==> config.mk <==
export PLATFORM = sky130hd
export DESIGN_NAME = lqst_ctrl
export DESIGN_NICKNAME = d
export VERILOG_FILES = /design/src/rtl/lqst_pkg.sv /design/src/rtl/lqst_ctrl.sv
export SDC_FILE = /design/constraint.sdc
export NUM_CORES = 1
export LEC_CHECK = 0
export ABC_AREA = 1
export BUFFER_PORTS_ARGS = -buffer_cell sky130_fd_sc_hd__buf_2
export CORE_AREA = 2 2 39 41
export DETAILED_ROUTE_END_ITERATION = 8
export DIE_AREA = 0 0 41 43
export GPL_TIMING_DRIVEN = 0
export MAX_ROUTING_LAYER = met4
export PLACE_DENSITY_LB_ADDON = 0.08
export SLEW_MARGIN = 20
export SYNTH_ARGS = -nofsm -noshare
export SYNTH_HDL_FRONTEND = slang
export SYNTH_SLANG_ARGS = --single-unit
export TNS_END_PERCENT = 5
==> constraint.sdc <==
create_clock -name clk -period 1.2 [get_ports clk]
set_input_delay 0 -clock clk [delete_from_list [all_inputs] [get_ports clk]]
set_output_delay 0 -clock clk [all_outputs]
set_load 0.02 [all_outputs]
==> src/rtl/lqst_pkg.sv <==
// Shared types, constants and codes of the link quality statistics table.
// Used by the top level, the controller and the datapath; depends on nothing.
`default_nettype none
package lqst_pkg;

  localparam int MAX_PEERS    = 16;
  localparam int NUM_CHANNELS = 3;
  localparam int NUM_LINKS    = MAX_PEERS * NUM_CHANNELS;
  localparam int SLOT_W       = $clog2(MAX_PEERS);
  localparam int LINK_W       = $clog2(NUM_LINKS);
  localparam int GAP_LIMIT    = 1000;
  localparam int IN_DATA_W    = 136;
  localparam int OUT_DATA_W   = 208;

  typedef enum logic [2:0] {
    CMD_RECEIVE   = 3'd0,
    CMD_READ      = 3'd1,
    CMD_CLR_WIN   = 3'd2,
    CMD_CLR_CHAN  = 3'd3,
    CMD_CLR_ALL   = 3'd4
  } lqst_cmd_code_t;

  typedef enum logic [2:0] {
    STAT_OK      = 3'd0,
    STAT_BAD_LEN = 3'd1,
    STAT_CH_OFF  = 3'd2,
    STAT_FOREIGN = 3'd3,
    STAT_FULL    = 3'd4,
    STAT_NO_ROW  = 3'd5,
    STAT_BAD_CMD = 3'd6
  } lqst_status_t;

  typedef enum logic [1:0] {
    REG_CONTENTION = 2'd0,
    REG_OWN_NODE   = 2'd1,
    REG_MAGIC      = 2'd2,
    REG_LENGTH     = 2'd3
  } lqst_reg_t;

  typedef enum logic [2:0] {
    S_IDLE, S_CHECK, S_SEARCH, S_RESOLVE, S_RD, S_UPD, S_DIV, S_DONE
  } lqst_state_t;

  // One (peer, channel) row as stored in the statistics memory.
  typedef struct packed {
    logic [31:0] prev_seq;
    logic [31:0] rx;
    logic [31:0] miss;
    logic [31:0] win_rx;
    logic [31:0] win_miss;
    logic [31:0] total;
    logic [31:0] samples;
    logic [7:0]  recent;
    logic [7:0]  low;
    logic [7:0]  high;
    logic [7:0]  power;
    logic [31:0] heard;
  } lqst_row_t;

  localparam int ROW_W = $bits(lqst_row_t);

  // Commands from the controller to the datapath.
  typedef struct packed {
    logic load;
    logic check;
    logic search_clr;
    logic search_step;
    logic resolve;
    logic rd;
    logic upd;
    logic out_load;
  } lqst_ctl_t;

  // Status from the datapath to the controller.
  typedef struct packed {
    logic chk_final;
    logic search_done;
    logic resolve_fail;
    logic upd_fail;
    logic div_busy;
    logic out_free;
  } lqst_sts_t;

endpackage
`default_nettype wire

==> src/rtl/lqst_ctrl.sv <==
// Sequencing state machine of the statistics table.
// Depends on lqst_pkg for the state type and command/status structs.
`default_nettype none
module lqst_ctrl (
  input  wire logic              clk,
  input  wire logic              rst,
  input  wire logic              in_fire,
  input  wire lqst_pkg::lqst_sts_t sts,
  output logic                   in_ready,
  output lqst_pkg::lqst_ctl_t    ctl
);
  lqst_pkg::lqst_state_t state, state_next;

  // State register.
  always_ff @(posedge clk) begin
    if (rst) begin
      state <= lqst_pkg::S_IDLE;
    end else begin
      state <= state_next;
    end
  end

  // Next state and commands.
  always_comb begin
    state_next = state;
    ctl        = '0;
    in_ready   = 1'b0;
    unique case (state)
      lqst_pkg::S_IDLE: begin
        in_ready = 1'b1;
        if (in_fire) begin
          ctl.load   = 1'b1;
          state_next = lqst_pkg::S_CHECK;
        end
      end
      lqst_pkg::S_CHECK: begin
        ctl.check      = 1'b1;
        ctl.search_clr = 1'b1;
        state_next = sts.chk_final ? lqst_pkg::S_DONE : lqst_pkg::S_SEARCH;
      end
      lqst_pkg::S_SEARCH: begin
        ctl.search_step = 1'b1;
        if (sts.search_done) begin
          state_next = lqst_pkg::S_RESOLVE;
        end
      end
      lqst_pkg::S_RESOLVE: begin
        ctl.resolve = 1'b1;
        state_next = sts.resolve_fail ? lqst_pkg::S_DONE : lqst_pkg::S_RD;
      end
      lqst_pkg::S_RD: begin
        ctl.rd     = 1'b1;
        state_next = lqst_pkg::S_UPD;
      end
      lqst_pkg::S_UPD: begin
        ctl.upd    = 1'b1;
        state_next = sts.upd_fail ? lqst_pkg::S_DONE : lqst_pkg::S_DIV;
      end
      lqst_pkg::S_DIV: begin
        if (!sts.div_busy) begin
          state_next = lqst_pkg::S_DONE;
        end
      end
      lqst_pkg::S_DONE: begin
        if (sts.out_free) begin
          ctl.out_load = 1'b1;
          state_next   = lqst_pkg::S_IDLE;
        end
      end
      default: state_next = lqst_pkg::S_IDLE;
    endcase
  end
endmodule
`default_nettype wire

==> out/qor.csv <==
metric,value,unit
status,"finished, final reports clean",
"most common cell after layout, fill and taps aside",buf_2,
fin crit period,1.14,ns
Die ar.,0.00176,mm2
core area,0.00138,mm2
Max VDD drop,0.000647,V
post-route cell area,504,um2
crit path capture,state[0],
antenna-violating nets left,0,
Die Width,41,um
Pwr Density,2450,mW/mm2
Hold Crit Class,primary input to register,
via count,391,
Final Hold Vio Count,0,
final-report setup violation count,0,
drt drc,0,
Total Wirelength,806,um
number of port buffers,17,
gpl congestion,0.715,
Worst Skew,0.00104,ns
ANT cells,0,
vias per cell,4.12,
Die Y,43,um
startpoint class of the critical path,register,
H-tree Lvls,1,
Max-cap violations,0,
Ports,18,
"FF+latch count, synth",3,
CTS Root Cell,clkbuf_4,
biggest regs,state (3),
synthesized area,327,um2
Worst-Skew Late Latency,0.23,ns
largest net degree at the start of global routing,11,
Post-DP Area,432,um2
kind of critical path,register to register,
total global-route track usage,11.2,%
Layout area overhead,54.4,%
nets@finish,89,
most frequent cells in the layout,"buf_2 (15), nand2_1 (11), inv_1 (7)",
grt ovf,0,
Filler cells,156,
FF/Latch Area,61.3,um2
Slew headroom,83.5,%
count of cell types in the netlist,17,
Worst Setup SP,state[0],
yosys warns,0,
DR iter-0 viols,3,
max FFs per register,3,
initial antenna violation count,0,
first-pass GRT wire length,1.21,mm
FF-to-FF Start,state[0],
CTS tree,yes,
period utilization,94.9,%
Clock Sink Count,3,
CP Max Fanout,9,
multi-input logic area,215,um2
TNS Setup,0,ns
Worst Path Required,1.32,ns
Initial Utilization,23.6,%
max-slew violation count,0,
CTS max path bufs,2,
Mapped Nets,64,
drt pass-1 iters,2,
Pleak,0.273,nW
Max Freq,878,MHz
slew at the pin closest to its max-slew limit,0.247,ns
Largest Register,state,
worst r2r dst,state[0],
critical path endpoint category,register,
row cnt,14,
share of post-route cells with drive strength above 1,49.4,%
synthesized instance count,55,
clock slew at reported path FFs,0.03,ns
flop2flop setup slack,0.06,ns
Reg2Reg Depth,8,
Worst Path Arrival,1.26,ns
cts bufs inserted,3,
vias in the first global route,321,
DP Wirelength,632,um
Syn Area/Cell,5.94,um2
register area share after synthesis,18.4,%
wire per inst,8.48,um
[logic make-up (layout without fill, tap and decap cells)]
group,after synthesis,count (layout),synth area share [%]
flip-flops,3,3,18.4
buffers and inverters,13,37,19.5
AND/OR/NAND/NOR,36,36,56.3
AO/OA/AOI/OAI,3,3,5.75
[routing by layer]
metal	vias to the layer above	global-route usage, %	wire (um)
met3	2	3.66	52
met5	-	-	0
met4	0	12.0	9
li1	219	-	-
met1	160	11.2	365
met2	10	15.3	379
[synthesized netlist by cell type]
| master | count | area (um2) |
|---|---|---|
| dfxtp_1 | 3 | 60.1 |
| nand2_1 | 12 | 45.0 |
| nor2_1 | 6 | 22.5 |
| nor2_4 | 1 | 11.3 |
| a21oi_2 | 1 | 8.76 |
| nand2_2 | 2 | 12.5 |
| buf_6 | 1 | 11.3 |
| nor3_1 | 3 | 15.0 |
| nand4_1 | 3 | 18.8 |
| nand3_1 | 4 | 20.0 |
| inv_1 | 8 | 30.0 |
| buf_4 | 2 | 15.0 |
| nand3_2 | 2 | 20.0 |
| inv_2 | 1 | 3.75 |
| a21oi_1 | 2 | 10.0 |
| nor2_2 | 3 | 18.8 |
| clkinv_1 | 1 | 3.75 |
[power breakdown]
group	switching [mW]	total (mW)	internal [mW]
logic	0.525	0.880	0.355
registers	0.0400	0.184	0.144
clock network	0.0489	0.173	0.124
total	0.614	1.24	0.623
[worst min-delay path by stage]
| stage | start | endpoint | slack, ns | cells past startpoint |
|---|---|---|---|---|
| final | sts[5] | state[0] | 0.13 | 5 |
| after global routing | sts[5] | state[0] | 0.15 | 5 |
| after CTS | sts[5] | state[0] | 0.12 | 5 |
| after detailed placement | rst | state[2] | 0.20 | 2 |
| after global placement | rst | state[2] | 0.20 | 2 |
| after floorplan | rst | state[2] | 0.06 | 1 |
[final cells by class]
type	instances	area share, %
Timing Repair Buffer	20	22.8
Inverter	10	7.94
Sequential cell	3	12.2
Clock buffer	4	5.21
Tap cell	16	3.97
Multi-Input combinational cell	39	42.7
Buffer	3	5.21
[what timing repair did]
action / 4_1_cts / 5_1_grt
gates resized for setup: 2 / 6
setup endpoints to repair: 1 / 3
buffers inserted: 0 / 2
endpoints found under the hold margin: 2 / 0
pin swaps: 0 / 2
hold buffers: 1 / 0
[through the flow]
step | cells | setup WS [ns] | hold slack, ns | power, mW | utilization (%)
2_1_floorplan | 55 | 0.103 | 0.0624 | 0.775 | -
5_1_grt | 95 | -0.00179 | 0.152 | 1.35 | 36.4
6_report | 95 | 0.0609 | 0.132 | 1.24 | 36.4
3_3_place_gp | 88 | 0.108 | 0.200 | 0.968 | 31.2
3_5_place_dp | 88 | 0.117 | 0.201 | 0.958 | 31.2
4_1_cts | 93 | 0.0162 | 0.123 | 1.17 | 34.3
[critical path, cell delays in order (launching register included)]
cell and delay (ns):
dfxtp_1 0.30, buf_6 0.13, buf_4 0.14, nor2_4 0.10
nand3_2 0.10, nand3_1 0.12, nand2_1 0.06, nand2_1 0.05
nor2_1 0.04
(Power assumes the default switching activity.)
